===== config.mk =====
export PLATFORM = sky130hd
export DESIGN_NAME = offset_to_calendar_timestamp_unit
export DESIGN_NICKNAME = d
export VERILOG_FILES = /design/src/rtl/otcts_pkg.sv /design/src/rtl/otcts_cfg_regs.sv /design/src/rtl/otcts_day_count.sv /design/src/rtl/otcts_civil.sv /design/src/rtl/otcts_result.sv /design/src/rtl/offset_to_calendar_timestamp_unit.sv
export SDC_FILE = /design/constraint.sdc
export NUM_CORES = 2
export LEC_CHECK = 0
export ABC_AREA = 1
export ABC_CLOCK_PERIOD_IN_PS = 19850
export BUFFER_PORTS_ARGS = -buffer_cell sky130_fd_sc_hd__buf_4
export CAP_MARGIN = 20
export CORE_MARGIN = 4
export CORE_UTILIZATION = 40
export CTS_CLUSTER_SIZE = 30
export DETAILED_ROUTE_END_ITERATION = 16
export PLACE_DENSITY = 0.59
export SLEW_MARGIN = 20
export SYNTH_ARGS = -nofsm -noshare
export SYNTH_HDL_FRONTEND = slang
export SYNTH_SLANG_ARGS = --single-unit

===== constraint.sdc =====
create_clock -name clk -period 19.85 [get_ports clk]
set_input_delay 0.9925 -clock clk [delete_from_list [all_inputs] [get_ports clk]]
set_output_delay 0.9925 -clock clk [all_outputs]
set_load 0.01 [all_outputs]

===== src/rtl/otcts_pkg.sv =====
// Shared types, constants and a helper function of the offset-to-calendar converter.
`default_nettype none

package otcts_pkg;

    localparam int CFG_ADDR_W = 2;
    localparam int CFG_DATA_W = 14;
    localparam int OFFSET_W   = 32;
    localparam int YEAR_W     = 14;
    localparam int SDAY_W     = 9;
    localparam int HOUR_W     = 5;
    localparam int MONTH_W    = 4;
    localparam int MDAY_W     = 5;
    localparam int MIN_W      = 6;
    localparam int SEC_W      = 6;
    localparam int U_W        = 33;
    localparam int DAYNUM_W   = 23;
    localparam int SOD_W      = 17;
    localparam int SHYEAR_W   = 15;
    localparam int MONTHS     = 12;

    typedef enum logic [CFG_ADDR_W-1:0] {
        CFG_START_YEAR    = 2'd0,
        CFG_START_DAY     = 2'd1,
        CFG_START_HOUR    = 2'd2,
        CFG_KEEP_LEAP_DAY = 2'd3
    } cfg_index_t;

    localparam logic [YEAR_W-1:0] START_YEAR_RST = 14'd2010;
    localparam logic [SDAY_W-1:0] START_DAY_RST  = 9'd1;
    localparam logic [HOUR_W-1:0] START_HOUR_RST = 5'd0;
    localparam logic              KEEP_LEAP_RST  = 1'b0;

    localparam logic [11:0] SECS_PER_HOUR  = 12'd3600;
    localparam logic [33:0] OFFSET_BIAS    = 34'd2147558400;
    localparam logic [14:0] BIAS_DAYS      = 15'd24856;
    localparam logic [9:0]  YEAR_SHIFT_M1  = 10'd799;
    localparam logic [8:0]  DAYS_PER_YEAR  = 9'd365;
    localparam logic [8:0]  JAN1_FROM_MAR1 = 9'd306;
    localparam logic [9:0]  SECS_DIV128    = 10'd675;
    localparam logic [17:0] DAYS_PER_ERA   = 18'd146097;
    localparam logic [5:0]  SIXTY          = 6'd60;
    localparam logic [8:0]  YEARS_PER_ERA  = 9'd400;

    localparam logic [10:0] RECIP_25     = 11'd1311;
    localparam logic [26:0] RECIP_675    = 27'd101806633;
    localparam logic [23:0] RECIP_146097 = 24'd15051803;
    localparam logic [15:0] RECIP_15     = 16'd34953;
    localparam logic [18:0] RECIP_365    = 19'd367720;

    localparam logic [SHYEAR_W-1:0] YEAR_SHIFT = 15'd800;
    localparam logic [SHYEAR_W-1:0] YEAR_LO_SH = 15'd2200;
    localparam logic [SHYEAR_W-1:0] YEAR_HI_SH = 15'd10799;
    localparam logic [YEAR_W-1:0]   YEAR_LO    = 14'd1400;
    localparam logic [YEAR_W-1:0]   YEAR_HI    = 14'd9999;

    localparam logic [MONTH_W-1:0] MONTH_JAN = 4'd1;
    localparam logic [MONTH_W-1:0] MONTH_FEB = 4'd2;
    localparam logic [MONTH_W-1:0] MONTH_MAR = 4'd3;
    localparam logic [MONTH_W-1:0] MONTH_DEC = 4'd12;
    localparam logic [MDAY_W-1:0]  LEAP_DAY  = 5'd29;
    localparam logic [MDAY_W-1:0]  LAST_MDAY = 5'd31;
    localparam logic [HOUR_W-1:0]  LAST_HOUR = 5'd23;
    localparam logic [MIN_W-1:0]   LAST_MIN  = 6'd59;
    localparam logic [SEC_W-1:0]   LAST_SEC  = 6'd59;

    typedef struct packed {
        logic [YEAR_W-1:0] start_year;
        logic [SDAY_W-1:0] start_day;
        logic [HOUR_W-1:0] start_hour;
        logic              keep_leap_day;
    } cfg_t;

    typedef struct packed {
        logic [DAYNUM_W-1:0] daynum;
        logic [SOD_W-1:0]    sod;
    } day_t;

    typedef struct packed {
        logic [SHYEAR_W-1:0] year_sh;
        logic [MONTH_W-1:0]  month;
        logic [MDAY_W-1:0]   mday;
        logic [HOUR_W-1:0]   hour;
        logic [MIN_W-1:0]    minute;
        logic [SEC_W-1:0]    second;
    } date_t;

    // Day of a March-based year on which each month begins.
    function automatic logic [8:0] month_start(input logic [3:0] mp);
        logic [8:0] s;
        case (mp)
            4'd0:    s = 9'd0;
            4'd1:    s = 9'd31;
            4'd2:    s = 9'd61;
            4'd3:    s = 9'd92;
            4'd4:    s = 9'd122;
            4'd5:    s = 9'd153;
            4'd6:    s = 9'd184;
            4'd7:    s = 9'd214;
            4'd8:    s = 9'd245;
            4'd9:    s = 9'd275;
            4'd10:   s = 9'd306;
            4'd11:   s = 9'd337;
            default: s = 9'd0;
        endcase
        return s;
    endfunction

endpackage

`default_nettype wire


===== src/rtl/otcts_cfg_regs.sv =====
// Configuration register file of the offset-to-calendar converter.
`default_nettype none

module otcts_cfg_regs
    import otcts_pkg::*;
(
    input  wire                  clk,
    input  wire                  rst_n,
    input  wire                  cfg_we,
    input  wire [CFG_ADDR_W-1:0] cfg_addr,
    input  wire [CFG_DATA_W-1:0] cfg_wdata,
    output cfg_t                 cfg
);

    logic [YEAR_W-1:0] start_year_reg, start_year_next;
    logic [SDAY_W-1:0] start_day_reg, start_day_next;
    logic [HOUR_W-1:0] start_hour_reg, start_hour_next;
    logic              keep_leap_reg, keep_leap_next;

    always_comb
    begin
        start_year_next = start_year_reg;
        start_day_next  = start_day_reg;
        start_hour_next = start_hour_reg;
        keep_leap_next  = keep_leap_reg;
        if (cfg_we)
        begin
            case (cfg_index_t'(cfg_addr))
                CFG_START_YEAR:    start_year_next = cfg_wdata[YEAR_W-1:0];
                CFG_START_DAY:     start_day_next  = cfg_wdata[SDAY_W-1:0];
                CFG_START_HOUR:    start_hour_next = cfg_wdata[HOUR_W-1:0];
                CFG_KEEP_LEAP_DAY: keep_leap_next  = cfg_wdata[0];
                default:           keep_leap_next  = keep_leap_reg;
            endcase
        end
    end

    always_ff @(posedge clk or negedge rst_n)
    begin
        if (!rst_n)
        begin
            start_year_reg <= START_YEAR_RST;
            start_day_reg  <= START_DAY_RST;
            start_hour_reg <= START_HOUR_RST;
            keep_leap_reg  <= KEEP_LEAP_RST;
        end
        else
        begin
            start_year_reg <= start_year_next;
            start_day_reg  <= start_day_next;
            start_hour_reg <= start_hour_next;
            keep_leap_reg  <= keep_leap_next;
        end
    end

    always_comb
    begin
        cfg.start_year    = start_year_reg;
        cfg.start_day     = start_day_reg;
        cfg.start_hour    = start_hour_reg;
        cfg.keep_leap_day = keep_leap_reg;
    end

endmodule

`default_nettype wire


===== src/rtl/otcts_day_count.sv =====
// Pipeline that turns the offset and start point into a day number and second of day.
`default_nettype none

module otcts_day_count
    import otcts_pkg::*;
(
    input  wire                       clk,
    input  wire                       rst_n,
    input  wire                       in_valid,
    input  wire signed [OFFSET_W-1:0] offset,
    input  wire cfg_t                 cfg,
    output logic                      out_valid,
    output day_t                      out_day
);

    logic                s1_valid_reg, s2_valid_reg, s3_valid_reg;
    logic [U_W-1:0]      u_reg, u_next;
    logic [22:0]         yy365_reg, yy365_next;
    logic [12:0]         q4_reg, q4_next;
    logic [7:0]          c100_reg, c100_next;
    logic [15:0]         q_reg, q_next;
    logic [9:0]          vlo_reg, vlo_next;
    logic [6:0]          ulo_reg, ulo_next;
    logic [DAYNUM_W-1:0] d0_reg, d0_next;
    logic [DAYNUM_W-1:0] z_reg, z_next;
    logic [SOD_W-1:0]    sod_reg, sod_next;

    logic [16:0] hour_secs;
    logic [U_W:0] u_sum;
    logic [14:0] yy;
    logic [23:0] c_prod;
    logic [23:0] jan1_sum;
    logic [52:0] q_prod;
    logic [25:0] rem_prod;
    logic [9:0]  rem;
    logic [23:0] z_sum;

    // The bias keeps the seconds sum non-negative; it is removed again as whole days.
    always_comb
    begin
        hour_secs  = 17'(cfg.start_hour) * 17'(SECS_PER_HOUR);
        u_sum      = {{(U_W + 1 - OFFSET_W){offset[OFFSET_W-1]}}, offset}
                   + (U_W + 1)'(hour_secs) + OFFSET_BIAS;
        u_next     = u_sum[U_W-1:0];
        yy         = 15'(cfg.start_year) + 15'(YEAR_SHIFT_M1);
        yy365_next = 23'(yy) * 23'(DAYS_PER_YEAR);
        q4_next    = yy[14:2];
        c_prod     = 24'(q4_next) * 24'(RECIP_25);
        c100_next  = c_prod[22:15];
    end

    always_comb
    begin
        jan1_sum = 24'(yy365_reg) + 24'(q4_reg) - 24'(c100_reg) + 24'(c100_reg[7:2])
                 + 24'(JAN1_FROM_MAR1) + 24'(cfg.start_day) - 24'd1;
        d0_next  = jan1_sum[DAYNUM_W-1:0];
        q_prod   = 53'(u_reg[U_W-1:7]) * 53'(RECIP_675);
        q_next   = q_prod[51:36];
        vlo_next = u_reg[16:7];
        ulo_next = u_reg[6:0];
    end

    always_comb
    begin
        rem_prod = 26'(q_reg) * 26'(SECS_DIV128);
        rem      = vlo_reg - rem_prod[9:0];
        sod_next = {rem, ulo_reg};
        z_sum    = 24'(d0_reg) + 24'(q_reg) - 24'(BIAS_DAYS);
        z_next   = z_sum[DAYNUM_W-1:0];
    end

    always_ff @(posedge clk or negedge rst_n)
    begin
        if (!rst_n)
        begin
            s1_valid_reg <= 1'b0;
            s2_valid_reg <= 1'b0;
            s3_valid_reg <= 1'b0;
        end
        else
        begin
            s1_valid_reg <= in_valid;
            s2_valid_reg <= s1_valid_reg;
            s3_valid_reg <= s2_valid_reg;
        end
    end

    always_ff @(posedge clk)
    begin
        u_reg     <= u_next;
        yy365_reg <= yy365_next;
        q4_reg    <= q4_next;
        c100_reg  <= c100_next;
        q_reg     <= q_next;
        vlo_reg   <= vlo_next;
        ulo_reg   <= ulo_next;
        d0_reg    <= d0_next;
        z_reg     <= z_next;
        sod_reg   <= sod_next;
    end

    always_comb
    begin
        out_valid      = s3_valid_reg;
        out_day.daynum = z_reg;
        out_day.sod    = sod_reg;
    end

endmodule

`default_nettype wire


===== src/rtl/otcts_civil.sv =====
// Pipeline that splits a day number and second of day into a civil date and time.
`default_nettype none

module otcts_civil
    import otcts_pkg::*;
(
    input  wire         clk,
    input  wire         rst_n,
    input  wire         in_valid,
    input  wire day_t   in_day,
    output logic        out_valid,
    output date_t       out_date
);

    logic                s4_valid_reg, s5_valid_reg, s6_valid_reg;
    logic                s7_valid_reg, s8_valid_reg, s9_valid_reg;

    logic [DAYNUM_W-1:0] z4_reg;
    logic [5:0]          era4_reg, era4_next;
    logic [5:0]          era5_reg, era6_reg, era7_reg, era8_reg;
    logic [SOD_W-1:0]    sod4_reg;
    logic [10:0]         mt4_reg, mt4_next, mt5_reg;
    logic [17:0]         doe5_reg, doe5_next, doe6_reg, doe7_reg;
    logic [17:0]         w6_reg, w6_next;
    logic [8:0]          yoe7_reg, yoe7_next, yoe8_reg;
    logic [8:0]          doy8_reg, doy8_next;
    logic [SEC_W-1:0]    ss5_reg, ss5_next, ss6_reg, ss7_reg, ss8_reg;
    logic [HOUR_W-1:0]   hh5_reg, hh5_next, hh6_reg, hh7_reg, hh8_reg;
    logic [MIN_W-1:0]    mi6_reg, mi6_next, mi7_reg, mi8_reg;
    date_t               date_reg, date_next;

    logic [46:0] era_prod;
    logic [29:0] mt_prod;
    logic [22:0] era_days;
    logic [22:0] doe_diff;
    logic [16:0] sec_prod;
    logic [16:0] sec_diff;
    logic [23:0] hh_prod;
    logic [33:0] c1460_prod;
    logic [2:0]  c36524;
    logic [10:0] min_prod;
    logic [10:0] min_diff;
    logic [35:0] yoe_prod;
    logic [1:0]  cent;
    logic [17:0] year_days;
    logic [17:0] doy_diff;
    logic [3:0]  mp;
    logic [8:0]  mday_w;
    logic [3:0]  mon;

    always_comb
    begin
        era_prod  = 47'(in_day.daynum) * 47'(RECIP_146097);
        era4_next = era_prod[46:41];
        mt_prod   = 30'(in_day.sod[SOD_W-1:2]) * 30'(RECIP_15);
        mt4_next  = mt_prod[29:19];
    end

    always_comb
    begin
        era_days  = 23'(era4_reg) * 23'(DAYS_PER_ERA);
        doe_diff  = z4_reg - era_days;
        doe5_next = doe_diff[17:0];
        sec_prod  = 17'(mt4_reg) * 17'(SIXTY);
        sec_diff  = sod4_reg - sec_prod;
        ss5_next  = sec_diff[SEC_W-1:0];
        hh_prod   = 24'(mt4_reg[10:2]) * 24'(RECIP_15);
        hh5_next  = hh_prod[23:19];
    end

    // Years of the era follow from the day of era with the four-year, century and
    // four-century corrections taken out first.
    always_comb
    begin
        c1460_prod = 34'(doe5_reg[17:2]) * 34'(RECIP_365);
        c36524     = 3'(doe5_reg >= 18'd36524) + 3'(doe5_reg >= 18'd73048)
                   + 3'(doe5_reg >= 18'd109572) + 3'(doe5_reg >= 18'd146096);
        w6_next    = doe5_reg - 18'(c1460_prod[33:27]) + 18'(c36524)
                   - 18'(doe5_reg == 18'd146096);
        min_prod   = 11'(hh5_reg) * 11'(SIXTY);
        min_diff   = mt5_reg - min_prod;
        mi6_next   = min_diff[MIN_W-1:0];
    end

    always_comb
    begin
        yoe_prod  = 36'(w6_reg) * 36'(RECIP_365);
        yoe7_next = yoe_prod[35:27];
    end

    always_comb
    begin
        cent      = 2'(yoe7_reg >= 9'd100) + 2'(yoe7_reg >= 9'd200) + 2'(yoe7_reg >= 9'd300);
        year_days = 18'(yoe7_reg) * 18'(DAYS_PER_YEAR) + 18'(yoe7_reg[8:2]) - 18'(cent);
        doy_diff  = doe7_reg - year_days;
        doy8_next = doy_diff[8:0];
    end

    always_comb
    begin
        mp = 4'd0;
        for (int i = 1; i < MONTHS; i++)
        begin
            if (doy8_reg >= month_start(4'(i)))
            begin
                mp = mp + 4'd1;
            end
        end
        mday_w = doy8_reg - month_start(mp) + 9'd1;
        mon    = (mp < 4'd10) ? mp + 4'd3 : mp - 4'd9;
        date_next.year_sh = 15'(yoe8_reg) + 15'(era8_reg) * 15'(YEARS_PER_ERA)
                          + 15'(mon <= MONTH_FEB);
        date_next.month   = mon;
        date_next.mday    = mday_w[MDAY_W-1:0];
        date_next.hour    = hh8_reg;
        date_next.minute  = mi8_reg;
        date_next.second  = ss8_reg;
    end

    always_ff @(posedge clk or negedge rst_n)
    begin
        if (!rst_n)
        begin
            s4_valid_reg <= 1'b0;
            s5_valid_reg <= 1'b0;
            s6_valid_reg <= 1'b0;
            s7_valid_reg <= 1'b0;
            s8_valid_reg <= 1'b0;
            s9_valid_reg <= 1'b0;
        end
        else
        begin
            s4_valid_reg <= in_valid;
            s5_valid_reg <= s4_valid_reg;
            s6_valid_reg <= s5_valid_reg;
            s7_valid_reg <= s6_valid_reg;
            s8_valid_reg <= s7_valid_reg;
            s9_valid_reg <= s8_valid_reg;
        end
    end

    always_ff @(posedge clk)
    begin
        z4_reg   <= in_day.daynum;
        sod4_reg <= in_day.sod;
        era4_reg <= era4_next;
        mt4_reg  <= mt4_next;

        era5_reg <= era4_reg;
        doe5_reg <= doe5_next;
        mt5_reg  <= mt4_reg;
        ss5_reg  <= ss5_next;
        hh5_reg  <= hh5_next;

        era6_reg <= era5_reg;
        doe6_reg <= doe5_reg;
        w6_reg   <= w6_next;
        ss6_reg  <= ss5_reg;
        hh6_reg  <= hh5_reg;
        mi6_reg  <= mi6_next;

        era7_reg <= era6_reg;
        doe7_reg <= doe6_reg;
        yoe7_reg <= yoe7_next;
        ss7_reg  <= ss6_reg;
        hh7_reg  <= hh6_reg;
        mi7_reg  <= mi6_reg;

        era8_reg <= era7_reg;
        yoe8_reg <= yoe7_reg;
        doy8_reg <= doy8_next;
        ss8_reg  <= ss7_reg;
        hh8_reg  <= hh7_reg;
        mi8_reg  <= mi7_reg;

        date_reg <= date_next;
    end

    always_comb
    begin
        out_valid = s9_valid_reg;
        out_date  = date_reg;
    end

endmodule

`default_nettype wire


===== src/rtl/otcts_result.sv =====
// Result stage: leap-day handling, range clamp and the output register.
`default_nettype none

module otcts_result
    import otcts_pkg::*;
(
    input  wire                 clk,
    input  wire                 rst_n,
    input  wire                 in_valid,
    input  wire date_t          in_date,
    input  wire                 keep_leap_day,
    output logic                done,
    output logic [YEAR_W-1:0]   year,
    output logic [MONTH_W-1:0]  month,
    output logic [MDAY_W-1:0]   day,
    output logic [HOUR_W-1:0]   hour,
    output logic [MIN_W-1:0]    minute,
    output logic [SEC_W-1:0]    second,
    output logic                out_of_range
);

    logic                done_reg;
    logic [YEAR_W-1:0]   year_reg, year_next;
    logic [MONTH_W-1:0]  month_reg, month_next;
    logic [MDAY_W-1:0]   day_reg, day_next;
    logic [HOUR_W-1:0]   hour_reg, hour_next;
    logic [MIN_W-1:0]    minute_reg, minute_next;
    logic [SEC_W-1:0]    second_reg, second_next;
    logic                oor_reg, oor_next;

    logic [SHYEAR_W-1:0] year_diff;

    // A shifted year below the shift wraps around and counts as past the top end.
    always_comb
    begin
        year_diff   = in_date.year_sh - YEAR_SHIFT;
        year_next   = year_diff[YEAR_W-1:0];
        month_next  = in_date.month;
        day_next    = in_date.mday;
        hour_next   = in_date.hour;
        minute_next = in_date.minute;
        second_next = in_date.second;
        oor_next    = 1'b0;
        if (!keep_leap_day && in_date.month == MONTH_FEB && in_date.mday == LEAP_DAY)
        begin
            month_next = MONTH_MAR;
            day_next   = 5'd1;
        end
        if (in_date.year_sh < YEAR_SHIFT || in_date.year_sh > YEAR_HI_SH)
        begin
            year_next   = YEAR_HI;
            month_next  = MONTH_DEC;
            day_next    = LAST_MDAY;
            hour_next   = LAST_HOUR;
            minute_next = LAST_MIN;
            second_next = LAST_SEC;
            oor_next    = 1'b1;
        end
        else if (in_date.year_sh < YEAR_LO_SH)
        begin
            year_next   = YEAR_LO;
            month_next  = MONTH_JAN;
            day_next    = 5'd1;
            hour_next   = '0;
            minute_next = '0;
            second_next = '0;
            oor_next    = 1'b1;
        end
    end

    always_ff @(posedge clk or negedge rst_n)
    begin
        if (!rst_n)
        begin
            done_reg <= 1'b0;
        end
        else
        begin
            done_reg <= in_valid;
        end
    end

    always_ff @(posedge clk)
    begin
        year_reg   <= year_next;
        month_reg  <= month_next;
        day_reg    <= day_next;
        hour_reg   <= hour_next;
        minute_reg <= minute_next;
        second_reg <= second_next;
        oor_reg    <= oor_next;
    end

    always_comb
    begin
        done         = done_reg;
        year         = year_reg;
        month        = month_reg;
        day          = day_reg;
        hour         = hour_reg;
        minute       = minute_reg;
        second       = second_reg;
        out_of_range = oor_reg;
    end

endmodule

`default_nettype wire


===== src/rtl/offset_to_calendar_timestamp_unit.sv =====
// Top level of the offset-to-calendar timestamp converter.
// An accepted word is registered, then passes the day-count, civil and result stages to done.
// Throughput: one word per cycle; busy stays low, the pipeline has one word in each stage.
// The receiver cannot stall: each result is shown for exactly one cycle under done.
// Reset clears the pipeline and sets the start point to 1 January 2010, hour 0, leap day off.
`default_nettype none

module offset_to_calendar_timestamp_unit
    import otcts_pkg::*;
(
    input  wire                       clk,
    input  wire                       rst_n,
    input  wire                       start,
    output logic                      busy,
    input  wire signed [OFFSET_W-1:0] offset_seconds,
    input  wire                       cfg_we,
    input  wire [CFG_ADDR_W-1:0]      cfg_addr,
    input  wire [CFG_DATA_W-1:0]      cfg_wdata,
    output logic                      done,
    output logic [YEAR_W-1:0]         year,
    output logic [MONTH_W-1:0]        month,
    output logic [MDAY_W-1:0]         day,
    output logic [HOUR_W-1:0]         hour,
    output logic [MIN_W-1:0]          minute,
    output logic [SEC_W-1:0]          second,
    output logic                      out_of_range
);

    logic                       in_valid_reg;
    logic signed [OFFSET_W-1:0] offset_reg;
    logic                       accept;
    cfg_t                       cfg;
    logic                       day_valid;
    day_t                       day_word;
    logic                       date_valid;
    date_t                      date_word;

    assign busy   = 1'b0;
    assign accept = start && !busy;

    always_ff @(posedge clk or negedge rst_n)
    begin
        if (!rst_n)
        begin
            in_valid_reg <= 1'b0;
        end
        else
        begin
            in_valid_reg <= accept;
        end
    end

    always_ff @(posedge clk)
    begin
        if (accept)
        begin
            offset_reg <= offset_seconds;
        end
    end

    otcts_cfg_regs u_cfg_regs (
        .clk       (clk),
        .rst_n     (rst_n),
        .cfg_we    (cfg_we),
        .cfg_addr  (cfg_addr),
        .cfg_wdata (cfg_wdata),
        .cfg       (cfg)
    );

    otcts_day_count u_day_count (
        .clk       (clk),
        .rst_n     (rst_n),
        .in_valid  (in_valid_reg),
        .offset    (offset_reg),
        .cfg       (cfg),
        .out_valid (day_valid),
        .out_day   (day_word)
    );

    otcts_civil u_civil (
        .clk       (clk),
        .rst_n     (rst_n),
        .in_valid  (day_valid),
        .in_day    (day_word),
        .out_valid (date_valid),
        .out_date  (date_word)
    );

    otcts_result u_result (
        .clk           (clk),
        .rst_n         (rst_n),
        .in_valid      (date_valid),
        .in_date       (date_word),
        .keep_leap_day (cfg.keep_leap_day),
        .done          (done),
        .year          (year),
        .month         (month),
        .day           (day),
        .hour          (hour),
        .minute        (minute),
        .second        (second),
        .out_of_range  (out_of_range)
    );

endmodule

`default_nettype wire


# Word level (Yosys, flattened, before mapping)
# Memory sizes are Yosys's and may differ from the RTL's.
# Cells that the tools add are included.
# classes
addsub	43
n_reduce_logical	11
mul	15
n_eq_ne	6
muxes	21
order_cmp	23
# ops
op	count
multiplier 26 x 27 -> 52 bit (second input constant)	1
two-way mux 4 bit	13
multiplier 23 x 24 -> 47 bit (second input constant)	1
greater-or-equal comparator 9 x 8 -> 1 bit (second input constant)	5
adder 4 x 1 -> 4 bit (second input constant)	9
greater-or-equal comparator 18 x 17 -> 1 bit (second input constant)	2
greater-or-equal comparator 9 bit (second input constant)	4
adder 32 x 18 -> 33 bit	1
adder 33 x 32 -> 33 bit (second input constant)	1
multiplier 18 x 16 -> 33 bit (second input constant)	1
multiplier 16 x 16 -> 31 bit (second input constant)	1
multiplier 15 x 16 -> 30 bit (second input constant)	1
greater-or-equal comparator 9 x 7 -> 1 bit (second input constant)	3
multiplier 9 x 16 -> 24 bit (second input constant)	1
adder 23 x 13 -> 23 bit	1
adder 23 x 16 -> 23 bit	1
adder 23 x 6 -> 23 bit	1
adder 23 x 9 -> 23 bit	1
adder 23 x 9 -> 23 bit (second input constant)	1
multiplier 13 x 11 -> 23 bit (second input constant)	1
multiplier 15 x 9 -> 23 bit (second input constant)	1
subtractor 23 x 1 -> 23 bit (second input constant)	1
subtractor 23 x 15 -> 23 bit (second input constant)	1
subtractor 23 x 8 -> 23 bit	1
53 further kinds	65
# totals
out_inout_bits	43
register_bits	541
n_memories	1
elab_cells	192
rom_bits	144
# mem_list
memory	depth	word_bits	read_ports	rd_clocked_by_memory_dff	wr	line	text
(name not given)	16	9	1	0	0	otcts_pkg.sv:91	case (mp)

# Longest topological paths before layout
# logic_depth
ltp_word	26
mapped_depth	61

# By module
# From an unflattened synthesis, not the netlist that was laid out.
# hier_totals
hier_cells	7012
hier_area_um2	65083.7
# modules_own_cells
module	cells_per_inst	n_inst	seq_area_each_um2	area_per_inst_um2
otcts_civil	3516	1	5255.0	34672.0
otcts_day_count	3125	1	3538.4	26551.7
otcts_result	204	1	845.8	1631.6
otcts_cfg_regs	132	1	737.0	1231.2
offset_to_calendar_timestamp_unit	35	1	985.9	997.2

# Least setup slack after synthesis
# Ideal clock, no wire load.
# synth_path
path_kind	register to register
startpoint	register u_civil.doe5_reg[11]
endpoint	register u_civil.w6_reg[14]
t_arrival_ns	7.770
t_required_ns	19.728
setup_time_ns	0.122
setup_slack_ns	11.957
stages_incl_launch_ff	35
cell_sequence	dfxtp_1 -> fa_1 -> ha_1 -> inv_1 -> fa_1 -> inv_1 -> fa_1 -> fa_1 -> inv_1 -> fa_1 -> inv_1 -> ha_1 -> nand2_1 -> nor2_1 -> a21oi_1 -> a21oi_1 -> a21oi_1 -> xnor2_1 -> fa_1 -> inv_1 -> fa_1 -> nand2_1 -> fa_1 -> o21ai_0 -> a21o_1 -> a21oi_1 -> o21ai_0 -> a21oi_1 -> o21ai_0 -> a21oi_1 -> o21bai_1 -> a21oi_1 -> nor2_1 -> nor2_1 -> xor2_1
# synth_between
elab_chain_cells	6
word_cells_on_any_way	12
cone_classes	add/sub (6); mul (1); order compare (4); eq/ne (1)
# synth_rtl
item	line	text
start, declared	otcts_civil.sv:23	logic [17:0] doe5_reg, doe5_next, doe6_reg, doe7_reg;
start signal, assigned	otcts_civil.sv:150	doe5_reg <= doe5_next;
branches (longest 5 deep; another with multiplier 16 x 16 -> 31 bit)	-	
subtractor 18 x 1 -> 18 bit (*)	otcts_civil.sv:79	- 18'(doe5_reg == 18'd146096);
named net u_civil.w6_next[14]	otcts_civil.sv:24	logic [17:0] w6_reg, w6_next;
end signal, assigned	otcts_civil.sv:157	w6_reg <= w6_next;
end, declared	otcts_civil.sv:24	
# Mark *: on every way through the listed nets, which the timed path passes.
# A chain may end at the register's enable or synchronous reset.

# Final worst setup path
# layout_path
startpoint	register u_civil.doe5_reg[5]
endpoint	register u_civil.w6_reg[14]
# The elaborated chain is that of the path after synthesis.

==> key figures <==
Global route
  • Pin count of the biggest net entering global routing: 41
  • Met1 track demand over resource: 23.4%
  • GRT met3 Usage: 2.00%
  • Global Route Usage Sum: 17.8%
  • Wire length of the first global-routing pass: 230000 um
  • Number of antenna violations at the first check in global routing: 3
  • Global routing met2 resource utilization: 31.5%
  • Routing layer with the top usage in global route: met2
  • Total grt overflow: 0
  • Vias in the first global route: 43600

Setup path
  • Nature of the critical path endpoint: flop
  • Crit path DAT: 9.47 ns
  • Largest fanout of any net on the critical path: 11
  • Type of the setup path with the least slack: reg -> reg
  • Required time of the critical path: 20.39 ns
  • Biggest cell delay along the critical path: 0.66 ns
  • Worst Reg-to-Reg Cells: 38
  • Critical register-to-register path endpoint: u_civil.w6_reg[14]
  • Worst reg2reg path startpoint: u_civil.doe5_reg[5]
  • Critical path capture point: u_civil.w6_reg[14]
  • Reg2reg setup slack: 10.92 ns
  • Worst setup path start: u_civil.doe5_reg[5]
  • Worst Setup Start Kind: flop
  • CP max-delay cell: dfxtp_1

Placed design
  • HPWL after DPL: 120000 um
  • Post-placement cell area: 0.0652 mm^2
  • GP Congestion: 0.901
  • Number of port buffers: 93

Detailed routing
  • First-pass DRT Iterations: 5
  • Detailed-route wire length per cell: 16.1 um
  • Vias per std cell: 4.73
  • Initial detailed-routing violation count: 1676
  • Vias: 40600
  • Count of unresolved DRC violations after routing: 0
  • Number of nets with antenna violations after detailed routing: 0
  • Routed WL: 138000 um

Clock network
  • Clock root buffer: clkbuf_16
  • Post-CTS Setup Inserts: 0
  • CTS-repair resized insts: 0
  • Longest Clk Path Bufs: 3
  • Maximum level of the CTS H-tree: 3
  • Clock latency at the later pin of the worst-skew pair: 0.66 ns
  • Num CTS Buffers: 67
  • TritonCTS sink count: 541
  • Clock tree from TritonCTS: done
  • Hold-fix buffers, CTS: 0
  • Clock slew seen by the registers of the worst setup and hold paths: 0.07 ns

STA
  • Number of max-slew violations in the final report: 0
  • Share of the cycle needed by the critical path after routing: 45.0%
  • Clock Skew: 0.0365 ns
  • Max Clk Rate: 112 MHz
  • Hold Fails Final Rpt: 0
  • WHS: 0.311 ns
  • Crit path time final: 8.93 ns
  • Setup tns final: 0 ns
  • Slew HR: 27.6%
  • Actual transition at the worst max-transition pin: 1.08 ns
  • # setup viols final: 0
  • Unrepaired setup endpoints after global routing: no

Synth
  • EDFF count, synth: 32
  • Sequential-to-total area share from yosys stat: 18.4%
  • Post-Synthesis Net Count: 8598
  • Most used flip-flop cell after synthesis: dfxtp_1
  • Total of flip-flops plus latches after synthesis: 541
  • Number of distinct library cells after synthesis: 64
  • Mean instance size in the synthesized netlist: 9.82 um^2
  • Yosys warning count: 0
  • Async set or reset register ratio after synthesis: 7.39%
  • Synthesized cell area: 0.0619 mm^2
  • Instance count of the mapped netlist: 6304

Floorplan
  • Effective utilization at floorplan: 40.2%
  • DIE AREA: 0.161 mm^2
  • I/O pin count: 95
  • Chip Height: 401 um
  • Chip width: 401 um
  • Number of standard-cell rows in the floorplan: 144
  • Core region area: 0.154 mm^2

Layout
  • Area growth syn-to-layout: 9.12%
  • Number of antenna diodes: 0
  • Number of flip-flops under the largest register name: 41
  • NumNets Final: 8762
  • Cell area after layout: 0.0676 mm^2
  • Share of cells above drive strength 1: 4.52%

Status
  • Result of the run: complete, no violations

Job
  • Max cap viols: 0

Hold path
  • Type of the most critical hold path: in -> async
-- worst min path at each step --
stage | startpoint | cells past startpoint | end
6_report | rst_n | 1 | u_cfg_regs.start_year_reg[13]
5_1_grt | u_civil.era5_reg[1] | 0 | u_civil.era6_reg[1]
4_1_cts | rst_n | 1 | u_cfg_regs.start_year_reg[13]
3_5_place_dp | u_civil.ss6_reg[0] | 0 | u_civil.ss7_reg[0]
3_3_place_gp | u_civil.era6_reg[5] | 0 | u_civil.era7_reg[5]
2_1_floorplan | u_civil.doe6_reg[0] | 0 | u_civil.doe7_reg[0]
-- metrics by stage --
| step | worst slack (ns) | utilization [%] | cells |
|---|---|---|---|
| global placement | 10.91 | 42.4 | 8443 |
| global route | 10.10 | 43.9 | 8566 |
| finish | 10.92 | 43.9 | 8566 |
| detailed placement | 10.89 | 42.4 | 8443 |
| floorplan | 11.96 | - | 6304 |
| CTS | 10.87 | 43.9 | 8566 |
-- routing by layer --
metal / vias up / share of wire [%] / routed length [um]
li1: 20100 / - / -
met4: 0 / 2.1 / 2840
met3: 167 / 3.1 / 4320
met1: 19800 / 45 / 62200
met2: 531 / 50 / 68800
met5: - / 0 / 0
-- layout by cell type (no fill, tap or decap), types with 7 or more instances in the layout --
cell type and n:
clkbuf_16 67, nor4_1 12, clkbuf_1 7, inv_6 7, dfstp_2 9, inv_2 8
fa_1 813, o31ai_1 10, xor2_1 186, or2_2 7, nand2_1 517, buf_4 105
dfrtp_1 31, nor3_1 33, nor2_1 191, nand3_1 131, nand4_1 29, o21bai_1 15
xnor2_1 103, o21ai_0 153, o211ai_1 11, ha_1 1429, inv_1 1617, o21a_1 12
dfxtp_1 469, a21o_1 16, a31oi_1 25, edfxtp_1 32, a211oi_1 18, a21oi_1 321
nand2_2 22, clkinv_2 11
-- cell families (layout without fill, tap and decap cells) --
| logic type | Yosys count | in the layout | synth area share (%) |
|---|---|---|---|
| buffers and inverters | 1638 | 1856 | 9.96 |
| XOR/XNOR | 290 | 290 | 4.13 |
| multiplexers | 2 | 2 | 0.0364 |
| flip-flops | 541 | 541 | 18.4 |
| AND/OR/NAND/NOR | 977 | 977 | 6.83 |
| other | 1 | 1 | 0.00606 |
| adder cells (fa/ha/maj) | 2242 | 2242 | 55.2 |
| AO/OA/AOI/OAI | 613 | 613 | 5.53 |
-- worst max-delay path: cells and delay by family, from the launching register on --
family	cells	cell delay, ns
adder cells (fa/ha/maj)	10	4.24
flip-flops	1	0.66
AO/OA/AOI/OAI	13	2.33
buffers and inverters	5	0.50
XOR/XNOR	2	0.29
AND/OR/NAND/NOR	8	0.76
-- area by class of cell --
type	count	area (um^2)
clock buffers	80	1790
well taps	2044	2560
repair buffers	105	788
fillers	14900	86300
multi-input cells	4125	44400
flip-flops and latches	541	11400
inverters	1628	6110
clock inverters	43	562
-- cell usage after synthesis (22+ instances only) --
master       n  area share (%)
a31oi_1     25            0.25
dfrtp_1     31             1.3
nand4_1     29            0.29
nand2_2     22            0.22
nand3_1    131             1.1
a21oi_1    321             2.6
nor2_1     191             1.2
dfxtp_1    469              15
inv_1     1617             9.8
xnor2_1    103             1.5
nor3_1      34            0.27
ha_1      1429              29
o21ai_0    153             1.2
edfxtp_1    32             1.6
nand2_1    517             3.1
xor2_1     186             2.6
fa_1       813              26
Power is left out: the tool's default activity adds up to more than one toggle a clock period on the data nets, which glitch-free logic cannot reach.
